<file path="config.mk">
export PLATFORM = sky130hd
export DESIGN_NAME = ddwsc_cfg
export DESIGN_NICKNAME = d
export VERILOG_FILES = /design/src/rtl/ddwsc_pkg.sv /design/src/rtl/ddwsc_cfg.sv
export SDC_FILE = /design/constraint.sdc
export NUM_CORES = 1
export LEC_CHECK = 0
export ABC_CLOCK_PERIOD_IN_PS = 2000
export BUFFER_PORTS_ARGS = -buffer_cell sky130_fd_sc_hd__clkbuf_2
export CAP_MARGIN = 30
export CORE_MARGIN = 5
export CORE_UTILIZATION = 54
export CTS_BUF_LIST = sky130_fd_sc_hd__clkbuf_4 sky130_fd_sc_hd__clkbuf_8
export DETAILED_ROUTE_END_ITERATION = 12
export GPL_TIMING_DRIVEN = 0
export PLACE_DENSITY = 0.88
export SYNTH_ARGS = -nofsm -noshare
export SYNTH_HDL_FRONTEND = slang
export SYNTH_SLANG_ARGS = --single-unit
</file>
<file path="constraint.sdc">
create_clock -name clk -period 2 [get_ports clk]
set_input_delay 0.1 -clock clk [delete_from_list [all_inputs] [get_ports clk]]
set_output_delay 0.1 -clock clk [all_outputs]
set_load 0.05 [all_outputs]
</file>
<file path="src/rtl/ddwsc_pkg.sv">
`timescale 1ns / 1ps

package ddwsc_pkg;

  // Datapath widths
  localparam int ACC_W     = 51;  // widest lane product: (v -/+ hb*w) * inv_radius
  localparam int SUM_W     = 47;  // drive * 2^24 + gain * error
  localparam int DRV_W     = 9;   // signed PWM command
  localparam int REM_W     = 56;  // |sum| * 255 and divisor << 9
  localparam int QUO_W     = 10;  // quotient bits produced by the divider
  localparam int DIV_STEPS = QUO_W;
  localparam int CNT_W     = $clog2(DIV_STEPS);
  localparam int PADDR_W   = 5;
  localparam int PDATA_W   = 32;
  localparam int PWM_MAX   = 255;

  // Register reset values
  localparam logic [15:0] HALF_BASELINE_RST = 16'd7537;
  localparam logic [15:0] INV_RADIUS_RST    = 16'd7273;
  localparam logic [23:0] VEL_PER_COUNT_RST = 24'd11438;
  localparam logic [11:0] LEFT_GAIN_RST     = 12'd128;
  localparam logic [11:0] RIGHT_GAIN_RST    = 12'd128;

  // Fixed-point constants
  localparam logic signed [ACC_W-1:0] ACC_S32_MAX = ACC_W'(64'sd2147483647);
  localparam logic signed [ACC_W-1:0] ACC_S32_MIN = ACC_W'(-64'sd2147483648);
  localparam logic signed [ACC_W-1:0] ACC_Q16_BIAS = ACC_W'(64'sd65535);
  localparam logic signed [ACC_W-1:0] ACC_ZERO     = ACC_W'(64'sd0);
  localparam logic signed [SUM_W-1:0] SUM_LIM      = SUM_W'(64'sd4278190080);
  localparam logic signed [SUM_W-1:0] SUM_Q24_BIAS = SUM_W'(64'sd16777215);
  localparam logic signed [SUM_W-1:0] SUM_ZERO     = SUM_W'(64'sd0);
  localparam logic signed [SUM_W-1:0] SUM_PWM_HI   = SUM_W'(PWM_MAX);
  localparam logic signed [SUM_W-1:0] SUM_PWM_LO   = SUM_W'(-PWM_MAX);

  typedef enum logic [1:0] {
    ACT_ENCODER = 2'd0,
    ACT_TWIST   = 2'd1,
    ACT_TICK    = 2'd2
  } action_t;

  typedef enum logic [2:0] {
    REG_HALF_BASELINE = 3'd0,
    REG_INV_RADIUS    = 3'd1,
    REG_VEL_PER_COUNT = 3'd2,
    REG_LEFT_GAIN     = 3'd3,
    REG_RIGHT_GAIN    = 3'd4
  } reg_idx_t;

  typedef struct packed {
    logic [15:0] half_baseline;
    logic [15:0] inv_radius;
    logic [23:0] vel_per_count;
    logic [11:0] left_gain;
    logic [11:0] right_gain;
  } cfg_t;

  // One-hot step strobes shared by both wheel lanes
  typedef struct packed {
    logic enc_mul;
    logic enc_wr;
    logic tw_bw;
    logic tw_sum;
    logic tw_mul;
    logic tw_wr;
    logic tk_err;
    logic tk_mul;
    logic tk_sum;
  } lane_ctl_t;

  function automatic logic signed [31:0] sat32(input logic signed [ACC_W-1:0] x);
    logic signed [31:0] r;
    if (x > ACC_S32_MAX) begin
      r = 32'sh7FFF_FFFF;
    end else if (x < ACC_S32_MIN) begin
      r = 32'sh8000_0000;
    end else begin
      r = $signed(x[31:0]);
    end
    return r;
  endfunction

  function automatic logic signed [DRV_W-1:0] clamp_pwm(input logic signed [SUM_W-1:0] x);
    logic signed [DRV_W-1:0] r;
    if (x > SUM_PWM_HI) begin
      r = DRV_W'(PWM_MAX);
    end else if (x < SUM_PWM_LO) begin
      r = DRV_W'(-PWM_MAX);
    end else begin
      r = $signed(x[DRV_W-1:0]);
    end
    return r;
  endfunction

endpackage

</file>
<file path="src/rtl/ddwsc_cfg.sv">
`timescale 1ns / 1ps

module ddwsc_cfg (
  input  logic                            clk,
  input  logic                            rst_n,
  input  logic                            psel,
  input  logic                            penable,
  input  logic                            pwrite,
  input  logic [ddwsc_pkg::PADDR_W-1:0]   paddr,
  input  logic [ddwsc_pkg::PDATA_W-1:0]   pwdata,
  output logic [ddwsc_pkg::PDATA_W-1:0]   prdata,
  output logic                            pready,
  output ddwsc_pkg::cfg_t                 regs
);

  ddwsc_pkg::cfg_t regs_r;
  ddwsc_pkg::cfg_t regs_nxt;
  logic [2:0]      idx;
  logic            wr_en;

  assign idx    = paddr[ddwsc_pkg::PADDR_W-1:2];
  assign wr_en  = psel & penable & pwrite;
  assign pready = 1'b1;
  assign regs   = regs_r;

  always_comb begin
    regs_nxt = regs_r;
    if (wr_en) begin
      case (idx)
        ddwsc_pkg::REG_HALF_BASELINE: regs_nxt.half_baseline = pwdata[15:0];
        ddwsc_pkg::REG_INV_RADIUS:    regs_nxt.inv_radius    = pwdata[15:0];
        ddwsc_pkg::REG_VEL_PER_COUNT: regs_nxt.vel_per_count = pwdata[23:0];
        ddwsc_pkg::REG_LEFT_GAIN:     regs_nxt.left_gain     = pwdata[11:0];
        ddwsc_pkg::REG_RIGHT_GAIN:    regs_nxt.right_gain    = pwdata[11:0];
        default: ;
      endcase
    end
  end

  always_comb begin
    case (idx)
      ddwsc_pkg::REG_HALF_BASELINE: prdata = ddwsc_pkg::PDATA_W'(regs_r.half_baseline);
      ddwsc_pkg::REG_INV_RADIUS:    prdata = ddwsc_pkg::PDATA_W'(regs_r.inv_radius);
      ddwsc_pkg::REG_VEL_PER_COUNT: prdata = ddwsc_pkg::PDATA_W'(regs_r.vel_per_count);
      ddwsc_pkg::REG_LEFT_GAIN:     prdata = ddwsc_pkg::PDATA_W'(regs_r.left_gain);
      ddwsc_pkg::REG_RIGHT_GAIN:    prdata = ddwsc_pkg::PDATA_W'(regs_r.right_gain);
      default:                      prdata = '0;
    endcase
  end

  always_ff @(posedge clk) begin
    if (!rst_n) begin
      regs_r.half_baseline <= ddwsc_pkg::HALF_BASELINE_RST;
      regs_r.inv_radius    <= ddwsc_pkg::INV_RADIUS_RST;
      regs_r.vel_per_count <= ddwsc_pkg::VEL_PER_COUNT_RST;
      regs_r.left_gain     <= ddwsc_pkg::LEFT_GAIN_RST;
      regs_r.right_gain    <= ddwsc_pkg::RIGHT_GAIN_RST;
    end else begin
      regs_r <= regs_nxt;
    end
  end

endmodule

</file>
* Yosys cells after proc, flatten, opt, wreduce, memory -nomap -nowiden
Cells that the tools add are included.
** Storage, ports and cells
- Flip-flop bits (word level) :: 80
- Input bits :: 42
- Output and inout bits :: 113
** Operators by class
- Equality and inequality tests :: 4
- Muxes and demuxes :: 1
- Bitwise gates (word level) :: 2
- Reductions and logical operators :: 6
** Operators by type and width (number)
- one-hot mux 24 bit (5 select lines) :: 1
- AND reduction 2 bit :: 5
- equality test 3 x 2 -> 1 bit (second input constant) :: 2
- equality test 3 x 1 -> 1 bit (second input constant) :: 1
- equality test 3 bit (second input constant) :: 1
- logical NOT 3 bit :: 1
- AND 1 bit :: 2

* Depth between registers and ports, before layout
- Depth in word-level cells :: 3
- Gate-level depth with buffers :: 6
- Depth with buffers taken out :: 3

* Worst setup path after synthesis
No wires, ideal clock.
- Kind :: flip-flop to output port
- From :: reg regs_r, in the netlist regs[19]
- To :: out prdata[7] in the netlist's numbering
- Data arrival time :: 1.735 ns
- Path slack :: 0.165 ns
- Cell stages (with the launch flop) :: 4
- Buffers on the path :: 0
- Cells stage by stage :: dfxtp_1 > mux2_2 > a22oi_1 > o22ai_1
** On the way
- Longest elaborated chain between the ends :: 1
** Ends and longest elaborated chain
- start, declared :: RTL line ddwsc_cfg.sv:16 : ddwsc_pkg::cfg_t regs_r;
- start signal, assigned :: RTL line ddwsc_cfg.sv:59 : regs_r <= regs_nxt;
- one-hot mux 24 bit (5 select lines) :: RTL line ddwsc_cfg.sv:41 : case (idx)
- end, declared :: RTL line ddwsc_cfg.sv:11 : output logic [ddwsc_pkg::PDATA_W-1:0] prdata,
Every way passes these cells.

* Worst setup path after layout
- From :: in paddr[4] in the netlist's numbering
- To :: out prdata[6] in the netlist's numbering
** On the way
- Longest elaborated chain between the ends :: 2
** Ends and longest elaborated chain
- start, declared :: RTL line ddwsc_cfg.sv:9 : input logic [ddwsc_pkg::PADDR_W-1:0] paddr,
- equality test 3 bit, or another cell as far along :: RTL line ddwsc_cfg.sv:41
- one-hot mux 24 bit (5 select lines) (*) :: RTL line ddwsc_cfg.sv:41
Every way passes the cells marked *; elsewhere a longest branch is shown, timed or not.

==> flow_summary.yaml <==
status:
  status: "completed"
die:
  die_h_um: 93.8
  num_rows: 30
  fp.dieArea_um2: 8800
  ioPinCount: 155
  core_area_um2: 6830
  die_w_um: 93.8
  initial_utilization_pct: 55.5
global_routing:
  busiest_layer: "met2"
  grtUsageTotal_pct: 31.0
  grt_max_degree: 13
  gr-total-overflow: 0
  grt_use_met3_pct: 5.29
  antenna_found_initial: 0
  use_met2_pct: 50.8
  grt_pass1_vias: 4040
  use_met1_pct: 37.3
  grt_pass1_wl_mm: 21.0
power_and_ir_drop:
  leakage_nw: 2.25
  finalPower_mw: 3.47
  irDropWorstVdd_mv: 0.429
  p_per_area_nw_per_um2: 708
yosys:
  syn-cell-area_um2: 3790
  synth_cell_types: 31
  synth.avg_cell_area_um2: 8.98
  syn_inst: 422
  synth_warnings: 0
  synth-seq-area-share_pct: 42.2
  ys_ff_latch: 80
critical_path:
  worst-setup-path-type: "primary input to primary output"
  arrival_ns: 1.81
  critPathRequiredTime_ns: 1.90
  crit_chain: "clkbuf_2 -> clkbuf_1 -> clkbuf_1 -> o22ai_1 -> clkbuf_2"
  startpoint_type: "primary input"
  slowest_stage: "clkbuf_1"
  cp_max_fo: 10
  end_kind: "primary output"
  cpPeakStageDelay_ns: 0.60
sta:
  max_freq_mhz: 523
  post-route-period-util_pct: 95.6
  fin_crit_ns: 1.91
  worst_pin_slew_ns: 0.754
  maxSlewViolCount: 0
  slew_headroom_pct: 49.8
  clock_skew_ns: 0
  rsz0062_at_grt: "false"
  tns_ns: 0
  setup-violations-final: 0
  hold_viol: 0
place:
  portBuffers: 134
  dpl-instance-area_um2: 4610
  place_congestion: 0.961
  post-dp-hpwl_mm: 9.34
cells_and_area:
  syn_to_final_growth_pct: 29.3
  largest_register_ff_count: 80
  final_nets: 623
  antenna_cells: 0
  drive_above_1_share_pct: 32.8
  final_area_um2: 4900
drt:
  viasPerCell: 5.95
  antenna_left: 0
  routedWlPerCell_um: 20.1
  drtIter0Drc: 503
  drc_errors: 0
  num_vias: 4049
  firstDrtPassIters: 6
  routed_wl_mm: 13.7
clock_network:
  cts_setup_buffers: 0
  root_buffer: "clkbuf_8"
  cts_buffers: 9
  clk_latency_ns: 0.35
  cts_buffer_depth: 2
  cts.sinks: 80
  h-tree-depth: 3
  path_clk_slew_ns: 0.08
  cts_tree: "yes"
run:
  maxCapViolCount: 0
worst_hold_path:
  hp-class: "primary input to flip-flop"
synth_stat cells:
library cell,number,share of area [%]
nand2_1,81,8.0
dfxtp_1,80,42
mux2i_1,58,15
a22oi_1,26,5.1
nand3_1,24,3.2
clkbuf_1,21,2.1
mux2_2,16,4.8
inv_1,15,1.5
o211ai_1,14,2.8
o22ai_1,12,2.0
buf_4,11,2.2
and2_1,8,1.3
nor2b_1,8,1.3
o21ai_0,8,1.1
buf_2,7,0.92
nand4_1,7,1.2
nor2_1,6,0.59
buf_6,5,1.5
and3_1,2,0.33
conb_1,2,0.20
a21oi_1,1,0.13
a31oi_1,1,0.17
and3_4,1,0.30
and3b_1,1,0.23
and4b_1,1,0.26
buf_1,1,0.099
nand2b_1,1,0.17
nand4b_2,1,0.40
nor2_2,1,0.17
nor3_1,1,0.13
nor3_4,1,0.43
final cells by class:
type,instances,area [um2]
Clock buffer,12,159
Fill cell,526,1930
Timing Repair Buffer,141,741
Tap cell,96,120
Inverter,15,56.3
Buffer,45,256
Sequential cell,80,1600
Clock inverter,3,65.1
Multi-Input combinational cell,289,1900
worst paths after layout:
path	from	to	slack, ns	cells past startpoint
worst max-delay path	paddr[4]	prdata[6]	0.09	5
worst min-delay path	pwdata[20]	regs[44]$_SDFFE_PN0P_	0.01	3
worst max register to register	regs[1]$_SDFFE_PN0P_	regs[1]$_SDFFE_PN0P_	1.24	2
worst min register to register	regs[16]$_SDFFE_PN0P_	regs[16]$_SDFFE_PN0P_	0.47	2
worst max-delay path: cells and delay by family:
family / cells / cell delay [ns]
buffers and inverters: 4 / 1.52
AOI/OAI and AO/OA: 1 / 0.18
routing by layer:
layer,vias up,wire (um)
li1,1777,-
met1,1870,4960
met2,322,6410
met3,80,1430
met4,0,873
met5,-,0
what timing repair did:
action                                 4_1_cts  5_1_grt
endpoints found under the hold margin        7        0
hold buffers                                 7        0
resized for setup                            0        0
through the flow:
stage	instances	setup slack, ns	hold WS (ns)	utilization, %
global route	681	0.0463	0.0177	71.8
CTS	681	0.154	0.00566	71.8
global placement	659	0.215	0.330	67.5
floorplan	429	0.165	0.242	-
detailed placement	659	0.164	0.339	67.5
finish	681	0.0883	0.0120	71.8
layout by cell type, fill, tap and decap left out:
cell type / Yosys / routed
dfxtp_1: 80 / 80
buf_4: 11 / 11
mux2_2: 16 / 16
nor2_2: 1 / 1
mux2i_1: 58 / 58
and4b_1: 1 / 1
conb_1: 2 / 9
and3_1: 2 / 2
clkbuf_1: 21 / 21
clkbuf_2: 0 / 134
nor2b_1: 8 / 8
nor2_1: 6 / 6
inv_1: 15 / 15
and3b_1: 1 / 1
clkbuf_8: 0 / 11
nand3_1: 24 / 24
clkbuf_4: 0 / 1
a22oi_1: 26 / 26
a31oi_1: 1 / 1
and3_4: 1 / 1
buf_6: 5 / 5
nand4_1: 7 / 7
buf_2: 7 / 7
buf_1: 1 / 1
dlygate4sd3_1: 0 / 7
nand2_1: 81 / 81
clkinv_2: 0 / 1
o211ai_1: 14 / 14
bufinv_16: 0 / 2
nor3_4: 1 / 1
and2_1: 8 / 8
nor3_1: 1 / 1
o21ai_0: 8 / 8
a21oi_1: 1 / 1
nand2b_1: 1 / 1
nand4b_2: 1 / 1
o22ai_1: 12 / 12
kinds of logic (layout without fill, tap and decap cells):
logic type             after synthesis  count (layout)  share of synthesized area, %
multiplexers                        74              74                          20.1
AND/OR/NAND/NOR                    144             144                          18.0
buffers and inverters               60             216                          8.25
flip-flops                          80              80                          42.2
AO/OA/AOI/OAI                       62              62                          11.3
other                                2               9                         0.198
report_power, final:
part | switching (mW) | internal, mW
Combinational | 0.365 | 0.135
Sequential | 0.0121 | 1.61
Clock | 0.577 | 0.777
Note: power is estimated with default switching activity, not from simulation.
