[src/rtl/ddwsc_pkg.sv]
`timescale 1ns / 1ps

package ddwsc_pkg;

  // Datapath widths
  localparam int ACC_W     = 51;  // widest lane product: (v -/+ hb*w) * inv_radius
  localparam int SUM_W     = 47;  // drive * 2^24 + gain * error
  localparam int DRV_W     = 9;   // signed PWM command
  localparam int REM_W     = 56;  // |sum| * 255 and divisor << 9
  localparam int QUO_W     = 10;  // quotient bits produced by the divider
  localparam int DIV_STEPS = QUO_W;
  localparam int CNT_W     = $clog2(DIV_STEPS);
  localparam int PADDR_W   = 5;
  localparam int PDATA_W   = 32;
  localparam int PWM_MAX   = 255;

  // Register reset values
  localparam logic [15:0] HALF_BASELINE_RST = 16'd7537;
  localparam logic [15:0] INV_RADIUS_RST    = 16'd7273;
  localparam logic [23:0] VEL_PER_COUNT_RST = 24'd11438;
  localparam logic [11:0] LEFT_GAIN_RST     = 12'd128;
  localparam logic [11:0] RIGHT_GAIN_RST    = 12'd128;

  // Fixed-point constants
  localparam logic signed [ACC_W-1:0] ACC_S32_MAX = ACC_W'(64'sd2147483647);
  localparam logic signed [ACC_W-1:0] ACC_S32_MIN = ACC_W'(-64'sd2147483648);
  localparam logic signed [ACC_W-1:0] ACC_Q16_BIAS = ACC_W'(64'sd65535);
  localparam logic signed [ACC_W-1:0] ACC_ZERO     = ACC_W'(64'sd0);
  localparam logic signed [SUM_W-1:0] SUM_LIM      = SUM_W'(64'sd4278190080);
  localparam logic signed [SUM_W-1:0] SUM_Q24_BIAS = SUM_W'(64'sd16777215);
  localparam logic signed [SUM_W-1:0] SUM_ZERO     = SUM_W'(64'sd0);
  localparam logic signed [SUM_W-1:0] SUM_PWM_HI   = SUM_W'(PWM_MAX);
  localparam logic signed [SUM_W-1:0] SUM_PWM_LO   = SUM_W'(-PWM_MAX);

  typedef enum logic [1:0] {
    ACT_ENCODER = 2'd0,
    ACT_TWIST   = 2'd1,
    ACT_TICK    = 2'd2
  } action_t;

  typedef enum logic [2:0] {
    REG_HALF_BASELINE = 3'd0,
    REG_INV_RADIUS    = 3'd1,
    REG_VEL_PER_COUNT = 3'd2,
    REG_LEFT_GAIN     = 3'd3,
    REG_RIGHT_GAIN    = 3'd4
  } reg_idx_t;

  typedef struct packed {
    logic [15:0] half_baseline;
    logic [15:0] inv_radius;
    logic [23:0] vel_per_count;
    logic [11:0] left_gain;
    logic [11:0] right_gain;
  } cfg_t;

  // One-hot step strobes shared by both wheel lanes
  typedef struct packed {
    logic enc_mul;
    logic enc_wr;
    logic tw_bw;
    logic tw_sum;
    logic tw_mul;
    logic tw_wr;
    logic tk_err;
    logic tk_mul;
    logic tk_sum;
  } lane_ctl_t;

  function automatic logic signed [31:0] sat32(input logic signed [ACC_W-1:0] x);
    logic signed [31:0] r;
    if (x > ACC_S32_MAX) begin
      r = 32'sh7FFF_FFFF;
    end else if (x < ACC_S32_MIN) begin
      r = 32'sh8000_0000;
    end else begin
      r = $signed(x[31:0]);
    end
    return r;
  endfunction

  function automatic logic signed [DRV_W-1:0] clamp_pwm(input logic signed [SUM_W-1:0] x);
    logic signed [DRV_W-1:0] r;
    if (x > SUM_PWM_HI) begin
      r = DRV_W'(PWM_MAX);
    end else if (x < SUM_PWM_LO) begin
      r = DRV_W'(-PWM_MAX);
    end else begin
      r = $signed(x[DRV_W-1:0]);
    end
    return r;
  endfunction

endpackage

[src/rtl/ddwsc_div.sv]
`timescale 1ns / 1ps

module ddwsc_div (
  input  logic                                clk,
  input  logic                                rst_n,
  input  logic                                start,
  input  logic signed [ddwsc_pkg::SUM_W-1:0]  dividend,
  input  logic [ddwsc_pkg::SUM_W-1:0]         divisor,
  output logic                                done,
  output logic signed [ddwsc_pkg::DRV_W-1:0]  quot
);

  localparam int SW = ddwsc_pkg::SUM_W;
  localparam int RW = ddwsc_pkg::REM_W;
  localparam int QW = ddwsc_pkg::QUO_W;
  localparam int DW = ddwsc_pkg::DRV_W;
  localparam int CW = ddwsc_pkg::CNT_W;

  logic [RW-1:0] rem_r, rem_nxt;
  logic [RW-1:0] den_r, den_nxt;
  logic [QW-1:0] q_r, q_nxt;
  logic          neg_r, neg_nxt;
  logic [CW-1:0] cnt_r, cnt_nxt;
  logic          run_r, run_nxt;
  logic          done_r, done_nxt;

  logic [SW-1:0] mag;
  logic [RW-1:0] mag_w;
  logic          ge;
  logic [DW-1:0] mag_q;

  assign mag   = dividend[SW-1] ? SW'(-dividend) : SW'(dividend);
  assign mag_w = RW'(mag);
  assign ge    = rem_r >= den_r;

  // quotient of 256 or more saturates
  assign mag_q = (q_r > QW'(ddwsc_pkg::PWM_MAX)) ? DW'(ddwsc_pkg::PWM_MAX) : DW'(q_r);
  assign quot  = neg_r ? -$signed(mag_q) : $signed(mag_q);
  assign done  = done_r;

  always_comb begin
    rem_nxt  = rem_r;
    den_nxt  = den_r;
    q_nxt    = q_r;
    neg_nxt  = neg_r;
    cnt_nxt  = cnt_r;
    run_nxt  = run_r;
    done_nxt = 1'b0;
    if (start) begin
      // |dividend| * 255 over divisor, one quotient bit per cycle, MSB first
      rem_nxt = (mag_w << 8) - mag_w;
      den_nxt = RW'(divisor) << (QW - 1);
      q_nxt   = '0;
      neg_nxt = dividend[SW-1];
      cnt_nxt = CW'(ddwsc_pkg::DIV_STEPS - 1);
      run_nxt = 1'b1;
    end else if (run_r) begin
      rem_nxt = ge ? (rem_r - den_r) : rem_r;
      q_nxt   = {q_r[QW-2:0], ge};
      den_nxt = den_r >> 1;
      cnt_nxt = cnt_r - 1'b1;
      if (cnt_r == '0) begin
        run_nxt  = 1'b0;
        done_nxt = 1'b1;
      end
    end
  end

  always_ff @(posedge clk) begin
    rem_r <= rem_nxt;
    den_r <= den_nxt;
    q_r   <= q_nxt;
    neg_r <= neg_nxt;
  end

  always_ff @(posedge clk) begin
    if (!rst_n) begin
      cnt_r  <= '0;
      run_r  <= 1'b0;
      done_r <= 1'b0;
    end else begin
      cnt_r  <= cnt_nxt;
      run_r  <= run_nxt;
      done_r <= done_nxt;
    end
  end

endmodule

[src/rtl/ddwsc_merge.sv]
`timescale 1ns / 1ps

module ddwsc_merge (
  input  logic                                clk,
  input  logic                                rst_n,
  input  logic                                start,
  input  logic signed [ddwsc_pkg::SUM_W-1:0]  sum_l,
  input  logic signed [ddwsc_pkg::SUM_W-1:0]  sum_r,
  output logic                                done,
  output logic signed [ddwsc_pkg::DRV_W-1:0]  pwm_l,
  output logic signed [ddwsc_pkg::DRV_W-1:0]  pwm_r
);

  localparam int SW = ddwsc_pkg::SUM_W;
  localparam int DW = ddwsc_pkg::DRV_W;

  typedef enum logic [5:0] {
    M_IDLE  = 6'b000001,
    M_GO_L  = 6'b000010,
    M_DIV_L = 6'b000100,
    M_GO_R  = 6'b001000,
    M_DIV_R = 6'b010000,
    M_DONE  = 6'b100000
  } mstate_t;

  mstate_t              state_r, state_nxt;
  logic [SW-1:0]        m_r, m_nxt;
  logic signed [DW-1:0] pwm_l_r, pwm_l_nxt;
  logic signed [DW-1:0] pwm_r_r, pwm_r_nxt;

  logic                 scale;
  logic signed [SW-1:0] larger;
  logic signed [SW-1:0] bias_l, bias_r, tr_l, tr_r;
  logic                 div_start;
  logic                 div_done;
  logic signed [SW-1:0] div_dividend;
  logic signed [DW-1:0] div_quot;

  assign scale  = (sum_l > ddwsc_pkg::SUM_LIM) || (sum_r > ddwsc_pkg::SUM_LIM);
  assign larger = (sum_l > sum_r) ? sum_l : sum_r;

  // unscaled path: divide by 2^24 toward zero
  assign bias_l = sum_l[SW-1] ? ddwsc_pkg::SUM_Q24_BIAS : ddwsc_pkg::SUM_ZERO;
  assign bias_r = sum_r[SW-1] ? ddwsc_pkg::SUM_Q24_BIAS : ddwsc_pkg::SUM_ZERO;
  assign tr_l   = (sum_l + bias_l) >>> 24;
  assign tr_r   = (sum_r + bias_r) >>> 24;

  assign div_start    = (state_r == M_GO_L) || (state_r == M_GO_R);
  assign div_dividend = (state_r == M_GO_R) ? sum_r : sum_l;

  ddwsc_div u_div (
    .clk      (clk),
    .rst_n    (rst_n),
    .start    (div_start),
    .dividend (div_dividend),
    .divisor  (m_r),
    .done     (div_done),
    .quot     (div_quot)
  );

  assign done  = (state_r == M_DONE);
  assign pwm_l = pwm_l_r;
  assign pwm_r = pwm_r_r;

  always_comb begin
    state_nxt = state_r;
    m_nxt     = m_r;
    pwm_l_nxt = pwm_l_r;
    pwm_r_nxt = pwm_r_r;
    case (state_r)
      M_IDLE: begin
        if (start) begin
          m_nxt     = SW'(larger);
          pwm_l_nxt = ddwsc_pkg::clamp_pwm(tr_l);
          pwm_r_nxt = ddwsc_pkg::clamp_pwm(tr_r);
          state_nxt = scale ? M_GO_L : M_DONE;
        end
      end
      M_GO_L: state_nxt = M_DIV_L;
      M_DIV_L: begin
        if (div_done) begin
          pwm_l_nxt = div_quot;
          state_nxt = M_GO_R;
        end
      end
      M_GO_R: state_nxt = M_DIV_R;
      M_DIV_R: begin
        if (div_done) begin
          pwm_r_nxt = div_quot;
          state_nxt = M_DONE;
        end
      end
      M_DONE:  state_nxt = M_IDLE;
      default: state_nxt = M_IDLE;
    endcase
  end

  always_ff @(posedge clk) begin
    m_r     <= m_nxt;
    pwm_l_r <= pwm_l_nxt;
    pwm_r_r <= pwm_r_nxt;
  end

  always_ff @(posedge clk) begin
    if (!rst_n) begin
      state_r <= M_IDLE;
    end else begin
      state_r <= state_nxt;
    end
  end

endmodule

[config.mk]
export PLATFORM = sky130hd
export DESIGN_NAME = ddwsc_merge
export DESIGN_NICKNAME = d
export VERILOG_FILES = /design/src/rtl/ddwsc_pkg.sv /design/src/rtl/ddwsc_div.sv /design/src/rtl/ddwsc_merge.sv
export SDC_FILE = /design/constraint.sdc
export NUM_CORES = 1
export LEC_CHECK = 0
export BUFFER_PORTS_ARGS = -buffer_cell sky130_fd_sc_hd__buf_2
export CORE_ASPECT_RATIO = 1.75
export CORE_MARGIN = 5
export CORE_UTILIZATION = 55
export DETAILED_ROUTE_END_ITERATION = 10
export PLACE_DENSITY = 0.75
export SYNTH_ARGS = -nofsm -noshare
export SYNTH_HDL_FRONTEND = slang
export SYNTH_HIERARCHICAL = 1
export SYNTH_SLANG_ARGS = --single-unit
[constraint.sdc]
create_clock -name clk -period 9.1 [get_ports clk]
set_clock_uncertainty 0.15 [all_clocks]
set_input_delay 1.365 -clock clk [delete_from_list [all_inputs] [get_ports clk]]
set_output_delay 1.365 -clock clk [all_outputs]
set_load 0.03 [all_outputs]
# [Yosys cells after proc, flatten, opt, wreduce, memory -nomap -nowiden]
# Index checks and enable logic that the tools add are counted.
[totals] out_inout_bits=19 ff_bits=200 wordCells=86
[classes] n_mux=32 n_reduce_logical=14 addsub=7 n_eq_ne=9 bitwise_logic=2 magnitude_cmp=9
[op_table] cell="$mux W56" count=5
[op_table] cell="$mux W47" count=3
[op_table] cell="$add A47 B25 Y47" count=2
[op_table] cell="$gt A47 B33 Y1 const B" count=2
[op_table] cell="$mux W9" count=9
[op_table] cell="$ge A56 B56 Y1" count=1
[op_table] cell="$sub A55 B47 Y56" count=1
[op_table] cell="$sub A56 B56 Y56" count=1
[op_table] cell="$mux W24" count=2
[op_table] cell="$gt A47 B47 Y1" count=1
[op_table] cell="$neg A47 Y47" count=1
[op_table] cell="$gt A23 B9 Y1 const B" count=2
[op_table] cell="$lt A23 B9 Y1 const B" count=2
[op_table] cell="$pmux W9 S2" count=2
[op_table] cell="$pmux W6 S5" count=1
[op_table] cell="$mux W6" count=4
[op_table] cell="$gt A10 B8 Y1 const B" count=1
[op_table] cell="$neg A9 Y9" count=1
[op_table] cell="$reduce_and A3 Y1" count=3
[op_table] cell="$mux W4" count=2
[op_table] cell="$reduce_bool A2 Y1" count=4
[op_table] cell="$eq A6 B1 Y1 const B" count=1
[op_table] cell="$eq A6 B2 Y1 const B" count=1
[op_table] cell="$eq A6 B3 Y1 const B" count=1
[op_table] cell="other kinds (13)" count=20

# [Logic depth before layout (Yosys ltp)]
# Gate-level depths: netlist (run 1).
[depth] depth_word=7 depth_mapped=26 ltp_nobuf=23

# [By module]
# Netlist (run 1), hierarchy kept.
[modules_own_cells] mod="ddwsc_div" area_each_um2=13625.6 cells_each=1747 instances=1 seq_area_each_um2=3623.5
[modules_own_cells] mod="ddwsc_merge" area_each_um2=9185.1 cells_each=1182 instances=1 seq_area_each_um2=2072.0

# [Worst setup path before layout (run 1)]
# Ideal clock, no wire load.
[synth_timing] path_kind="register to register" startpoint="register u_div.rem_r[0]" endpoint="register u_div.rem_r[0] (enable)" period_less_slack_ns=7.245 setup_slack_ns=1.855 arrival_time_ns=6.548 path_stages_with_launch=15 setup_time_ns=0.547 path_cell_list="edfxtp_1 > inv_1 > ha_1 > fa_1 > nor2b_1 > o21ai_0 > a21boi_0 > o21ai_0 > nand4_1 > a211oi_1 > nor2_1 > a21boi_0 > o31ai_1 > a31oi_1 > o21ai_0"
[synth_via] elab_chain_len=3
[synth_lines] item="start, declared" line="ddwsc_div.sv:19" source="logic [RW-1:0] rem_r, rem_nxt;"
[synth_lines] item="start signal, assigned" line="ddwsc_div.sv:70" source="rem_r <= rem_nxt;"
[synth_lines] item="$ge A56 B56 Y1" line="ddwsc_div.sv:34" source="assign ge = rem_r >= den_r;"
[synth_lines] item="$reduce_bool A2 Y1 (no line)"
[synth_lines] item="$reduce_and A2 Y1 (no line)"
# No other way between the ends.
# A chain may end at the register's enable or synchronous reset.

# [Worst setup path in the final report (run 1)]
[layout_timing] startpoint="register state_r[1]" endpoint="register u_div.rem_r[52] (data pin)"
[layout_via] elab_chain_len=6 elab_cells_between_ends=8 cone_classes="add/sub: 2; eq/ne: 2; mux: 3; reduce/logical: 1"
[layout_lines] item="start, declared" line="ddwsc_merge.sv:26" source="mstate_t state_r, state_nxt;"
[layout_lines] item="start signal, assigned" line="ddwsc_merge.sv:108" source="state_r <= state_nxt;"
[layout_lines] item="$eq A6 B4 Y1 *" line="ddwsc_merge.sv:49" source="assign div_dividend = (state_r == M_GO_R) ? sum_r : sum_l;"
[layout_lines] item="$mux W47 *" line="ddwsc_merge.sv:49"
[layout_lines] item="named net div_dividend[0]" line="ddwsc_merge.sv:36" source="logic signed [SW-1:0] div_dividend;"
[layout_lines] item="$neg A47 Y47" line="ddwsc_div.sv:32" source="assign mag = dividend[SW-1] ? SW'(-dividend) : SW'(dividend);"
[layout_lines] item="$mux W47 *" line="ddwsc_div.sv:32"
[layout_lines] item="$sub A55 B47 Y56 *" line="ddwsc_div.sv:51" source="rem_nxt = (mag_w << 8) - mag_w;"
[layout_lines] item="$mux W56 *" line="ddwsc_div.sv:49" source="if (start) begin"
[layout_lines] item="named net u_div.rem_nxt[52]" line="ddwsc_div.sv:19"
# Mark *: on every way through the listed nets, which the timed path passes. The rest lies on a longest branch.

==> flow_summary.yaml, run 1 <==
setup_path:
  critPathMaxFanout: 65
  cp-end-kind: "flip-flop"
  r2r-start: "state_r[1]$_SDFFE_PN0P_"
  reg2reg_depth: 21
  worstSetupStartpointType: "flip-flop"
  worstPathRequired_ps: 9170
  cp-startpoint: "state_r[1]$_SDFFE_PN0P_"
  slowest_stage: "nand4b_1"
  cp-endpoint: "u_div/rem_r[52]$_DFFE_PP_"
  crit_arrival_ps: 7720
  path_class: "reg -> reg"
  critPathBufInv: 2
  r2r-end: "u_div/rem_r[52]$_DFFE_PP_"
  critPathTopFamily: "simple AND/OR/NAND/NOR gates"
  r2r_slack_ps: 1450
  crit_path_cell_trace: "nor2_1 > nand4b_1 > buf_4 > mux2_2 > inv_1 > ha_1 > or4b_4 > nand4b_1 > o41ai_1 > xor2_1 > ha_1 > and3_1 > and4_1 > nand3_1 > or4_1 > or3_4 > a211oi_4 > nor2_1 > o21ai_2 > mux2_1 > o221a_2"
  slowest_delay_ps: 660
  cp.depth: 21
synth:
  ys_top_cells_by_area: "edfxtp_1 (22%), ha_1 (10%), o21ai_0 (5.8%), nand2_1 (5.7%), xnor2_1 (4.7%)"
  synth_edf_count: 169
  ys_types: 105
  synth-simple-area-share_pct: 21.2
  synth_common_cells: "nand2_1 (346), o21ai_0 (265), nor2_1 (235)"
  yosysSeqAreaShare_pct: 25.0
  ys_warn_count: 6
  synth_cells: 2929
  synth_top_family_by_area: "compound AO/OA/AOI/OAI gates"
  muxShareOfSynthArea_pct: 1.55
  synth-adder-area-share_pct: 10.5
  synth_ff_type: "edfxtp_1"
  async_reset_ff_share_pct: 0
  synth_nets: 3217
  synthXorXnorAreaFrac_pct: 7.41
  yosysTopAreaCell: "edfxtp_1"
  synth_top_area_share_pct: 22.2
  syn_avg_cell_area_sq_um: 7.79
  synth_compound_area_share_pct: 28.2
  syn_area_sq_mm: 0.0228
  ys_seq_elements: 200
  synth.most_common_cell: "nand2_1"
final_layout:
  drive_above_1_share_pct: 8.57
  final_util_pct: 59.1
  fin_area_sq_mm: 0.0242
  area_growth_pct: 6.15
  final_cells: 3480
  final_nets: 3203
timing:
  period_share_pct: 84.0
  setup_viol: 0
  max-slew-margin-rel_pct: 15.8
  worst_slew_pin_slew_ps: 1250
  hold_viol_final: 0
  fmax_mhz: 131
  finalSetupTns_ps: 0
  fin_crit_ps: 7650
  rsz0062_at_grt: "false"
  slew_violations: 0
placement:
  dp_hpwl_mm: 62.9
  globalplace.congestion: 0.991
  placed_cells: 3446
  dpl_cell_area_sq_mm: 0.0236
  port_buffers: 115
global_routing:
  grt_pass1_vias: 22423
  grt_util_met3_pct: 3.67
  grt_busiest_layer: "met2"
  grt_start_max_net_pins: 91
  grt_pass1_wl_mm: 123
  grt_use_total_pct: 34.0
  grt-ovfl-total: 0
  grtUsageMet1_pct: 39.5
  antenna_found_initial: 3
  grtUsageMet2_pct: 59.8
route:
  drt_iter0_drc: 2192
  num_vias: 23153
  wl_per_cell_um: 23.0
  ant_nets: 0
  drcViolationCount: 0
  drt-total-wl_mm: 80.1
  dr.pass1.iters: 7
  viasPerCell: 6.65
hold_path:
  min_from: "u_div/cnt_r[3]$_SDFFE_PN0P_"
  hold_class: "reg -> reg"
clock_tree:
  path_clk_slew_ps: 80
  root_buffer: "clkbuf_16"
  insertion_delay_ps: 460
  clk_path_buf_depth: 2
  clock_sinks: 200
  cts_resized: 0
  cts_hold_buf: 0
  postCtsSetupBuffers: 0
  cts-htree-levels: 4
  cts_tree: "built"
  numCtsBuffers: 17
run:
  max-cap-violations: 0
floorplanning:
  fp.dieW_um: 164
  core_sq_mm: 0.0410
  placementRows: 98
  initial_core_util_pct: 55.7
  dieHeight_um: 279
  die-area_sq_mm: 0.0458
  boundaryPins: 116
power_and_ir_drop:
  ir_worst_vdd_mv: 0.0879
  p_leak_nw: 9.40
  p_per_area_mw_per_mm2: 123
run_status:
  status: "completed"
==> state kept, by name, indices dropped and copies added (netlist names) <==
signal	cells
pwm_r	9
u_div/rem_r	56
u_div/den_r	56
u_div/run_r	1
u_div/neg_r	1
m_r	47
pwm_l	9
u_div/done	1
u_div/q_r	10
state_r	6
u_div/cnt_r	4
==> how the worst min path moves through the flow <==
stage | to | slack [ps] | depth (start not counted)
6_report | u_div/done$_SDFF_PP0_ | 330 | 1
5_1_grt | u_div/done$_SDFF_PP0_ | 370 | 1
4_1_cts | u_div/done$_SDFF_PP0_ | 330 | 1
3_5_place_dp | u_div/done$_SDFF_PP0_ | 320 | 1
3_3_place_gp | u_div/done$_SDFF_PP0_ | 330 | 1
2_1_floorplan | u_div/done$_SDFF_PP0_ | 290 | 1
==> through the flow <==
step           power [W]  worst slack (ps)  hold WS [ps]
2_1_floorplan    0.00186              1850           293
3_3_place_gp     0.00216              1560           328
3_5_place_dp     0.00218              1370           320
4_1_cts          0.00296              1600           329
5_1_grt          0.00311              1140           375
6_report         0.00297              1450           331
==> where the power goes <==
group	leakage, nW	total [W]	switching (W)	internal, W
logic	7.30	0.00111	0.000710	0.000400
registers	1.81	0.00108	0.0000261	0.00105
clock network	0.293	0.000778	0.000386	0.000392
total	9.40	0.00297	0.00112	0.00185
==> layer usage <==
layer	part of all wire (%)	vias up
met5	0.017	-
met3	5.5	292
met1	38	10925
li1	-	10848
met2	49	1086
met4	7.0	2
==> area by class of cell <==
class | instances | area [sq um]
Fill cell | 3805 | 16700
Multi-Input combinational cell | 2365 | 15800
Sequential cell | 200 | 5700
Timing Repair Buffer | 136 | 733
Inverter | 195 | 732
Tap cell | 550 | 688
Clock buffer | 21 | 482
Clock inverter | 11 | 103
Antenna cell | 2 | 5.00
==> cells by family after synthesis <==
group,Yosys count
adder cells (fa/ha/maj),191
AND/OR/NAND/NOR,996
XOR/XNOR,189
buffers and inverters,364
multiplexers,35
AO/OA/AOI/OAI,954
flip-flops,200
==> cell usage in the layout (no fill, tap or decap), types with 58 or more instances in the layout <==
cell type and n:
xnor2_1 123, ha_1 190, o21ai_0 261, edfxtp_1 169, a21oi_1 199, buf_2 115, inv_1 193, xor2_1 63
nand4_1 58, nor2_1 234, o211ai_1 63, nand3_1 67, a21o_1 78, nand2_1 346
==> worst register-to-register path: stages (launching register included) <==
cell	delay (ps)
dfxtp_1	410
nor2_1	90
nand4b_1	120
buf_4	500
mux2_2	580
inv_1	150
ha_1	240
or4b_4	550
nand4b_1	660
o41ai_1	640
xor2_1	200
ha_1	460
and3_1	310
and4_1	250
nand3_1	90
or4_1	530
or3_4	380
a211oi_4	300
nor2_1	160
o21ai_2	180
mux2_1	350
o221a_2	120
(Power assumes the default switching activity.)
==> inputs of run 2 (changes only) <==
==> constraint.sdc (replaced) <==
create_clock -name clk -period 7.45 [get_ports clk]
set_clock_uncertainty 0.15 [all_clocks]
set_input_delay 1.1175 -clock clk [delete_from_list [all_inputs] [get_ports clk]]
set_output_delay 1.1175 -clock clk [all_outputs]
set_load 0.03 [all_outputs]
==> flow_summary.yaml, run 2 (synthesis gave the netlist of run 1 again) <==
run_status:
  status: "completed"
timing:
  rsz0062_at_grt: "false"
  max-slew-margin-rel_pct: 24.6
  slew_violations: 0
  setup_viol: 0
  fmax_mhz: 140
  worst_slew_pin_slew_ps: 1120
  period_share_pct: 96.1
  fin_crit_ps: 7160
  finalSetupTns_ps: 0
  hold_viol_final: 0
clock_tree:
  cts_hold_buf: 0
  numCtsBuffers: 17
  clock_sinks: 200
  clk_path_buf_depth: 2
  cts-htree-levels: 4
  cts_resized: 0
  postCtsSetupBuffers: 0
  path_clk_slew_ps: 80
  insertion_delay_ps: 460
  root_buffer: "clkbuf_16"
  cts_tree: "built"
floorplanning:
  fp.dieW_um: 164
  core_sq_mm: 0.0410
  boundaryPins: 116
  die-area_sq_mm: 0.0458
  initial_core_util_pct: 55.7
  dieHeight_um: 279
  placementRows: 98
route:
  drt-total-wl_mm: 79.4
  wl_per_cell_um: 22.6
  ant_nets: 0
  drcViolationCount: 0
  dr.pass1.iters: 9
  drt_iter0_drc: 2150
  viasPerCell: 6.60
  num_vias: 23155
global_routing:
  grt_busiest_layer: "met2"
  grt_util_met3_pct: 3.89
  grtUsageMet1_pct: 39.1
  grt_pass1_wl_mm: 123
  grt_pass1_vias: 22627
  grt-ovfl-total: 0
  grt_start_max_net_pins: 160
  antenna_found_initial: 1
  grtUsageMet2_pct: 58.9
  grt_use_total_pct: 33.8
power_and_ir_drop:
  p_per_area_mw_per_mm2: 149
  ir_worst_vdd_mv: 0.135
  p_leak_nw: 9.55
setup_path:
  r2r-end: "u_div/rem_r[39]$_DFFE_PP_"
  crit_arrival_ps: 7190
  path_class: "reg -> reg"
  worstSetupStartpointType: "flip-flop"
  worstPathRequired_ps: 7480
  slowest_stage: "a2111oi_0"
  critPathMaxFanout: 12
  slowest_delay_ps: 890
  cpMostUsedCell: "a21o_1"
  reg2reg_depth: 21
  r2r_slack_ps: 290
  critPathTopFamily: "compound AO/OA/AOI/OAI gates"
  crit_path_cell_trace: "nor2_1 > nand4b_1 > buf_4 > mux2_2 > inv_1 > ha_1 > or4b_4 > o41ai_4 > xor2_2 > ha_1 > a21o_1 > a21o_1 > a21o_1 > a2111oi_0 > o211ai_1 > nand4_1 > o21ai_1 > a21oi_1 > o21ai_0 > a41oi_1 > o211ai_1"
  critPathBufInv: 2
  r2r-start: "state_r[1]$_SDFFE_PN0P_"
  cp-end-kind: "flip-flop"
hold_path:
  holdPathEnd: "u_div/done$_SDFF_PP0_"
  whs_path_depth: 1
  hold_class: "reg -> reg"
  min_from: "u_div/cnt_r[3]$_SDFFE_PN0P_"
placement:
  placed_cells: 3476
  port_buffers: 115
  dp_hpwl_mm: 62.7
  globalplace.congestion: 1.03
final_layout:
  layout_common_cells: "nand2_1 (346), o21ai_0 (261), nor2_1 (234)"
  final_common_cell: "nand2_1"
  top_regs: "u_div/den_r (56), u_div/rem_r (56), m_r (47)"
  final_cells: 3509
  final_nets: 3233
  area_growth_pct: 7.24
  drive_above_1_share_pct: 9.50
run:
  max-cap-violations: 0
-- run 2: cell count changes in the layout (fill, tap and decap cells not counted) --
cell / change
buf_12: +1
buf_4: +29
clkbuf_8: -1
clkinv_4: +2
clkinv_8: +2
diode_2: -1
inv_4: -2
inv_8: -1
-- run 2: report_power, final --
group	internal [W]	switching (W)
clock network	0.000474	0.000489
registers	0.00129	0.0000306
logic	0.000497	0.000870
total	0.00226	0.00139
-- run 2: layout make-up --
class                      instances  area [sq um]
clock buffer                      20           468
tap                              550           688
timing repair buffer             166           971
inverter                         195           732
antenna                            1          2.50
clock inverter                    12           129
multi-input combinational       2365         15800
sequential                       200          5700
fill                            3949         16500
-- run 2: through the flow --
stage | setup WS, ps | util, % | hold slack (ps) | total power (W) | area [sq um]
global placement | 314 | 58.3 | 306 | 0.00265 | 23900
detailed placement | 219 | 58.3 | 327 | 0.00267 | 23900
global route | 29.4 | 59.7 | 369 | 0.00382 | 24500
floorplan | 205 | - | 293 | 0.00227 | 22800
CTS | 524 | 59.7 | 354 | 0.00363 | 24500
finish | 291 | 59.7 | 352 | 0.00365 | 24500
-- run 2: worst max-delay path by stage --
| stage | from | endpoint | slack [ps] | cells after the start |
|---|---|---|---|---|
| final | state_r[1]$_SDFFE_PN0P_ | u_div/rem_r[39]$_DFFE_PP_ | 290 | 21 |
| after global routing | state_r[1]$_SDFFE_PN0P_ | u_div/rem_r[39]$_DFFE_PP_ | 30 | 21 |
| after CTS | state_r[1]$_SDFFE_PN0P_ | u_div/rem_r[53]$_DFFE_PP_ | 520 | 22 |
| after detailed placement | sum_l[0] | u_div/rem_r[53]$_DFFE_PP_ | 220 | 20 |
| after global placement | sum_l[0] | u_div/rem_r[52]$_DFFE_PP_ | 310 | 18 |
| after floorplan | u_div/rem_r[0]$_DFFE_PP_ | u_div/rem_r[0]$_DFFE_PP_ | 200 | 14 |
-- run 2: routing by layer --
layer	wire [um]	share of wire (%)	up-vias
met4	5870	7.4	2
met2	39200	49	1084
met3	4440	5.6	289
li1	-	-	10922
met5	13	0.016	-
met1	29900	38	10858
-- run 2: worst reg2reg max path: cells and delay by family (launching register included) --
family	cells	cell delay (ps)
AO/OA/AOI/OAI	11	3480
AND/OR/NAND/NOR	4	980
adder cells (fa/ha/maj)	2	620
multiplexers	1	470
buffers and inverters	2	430
flip-flops	1	410
XOR/XNOR	1	330
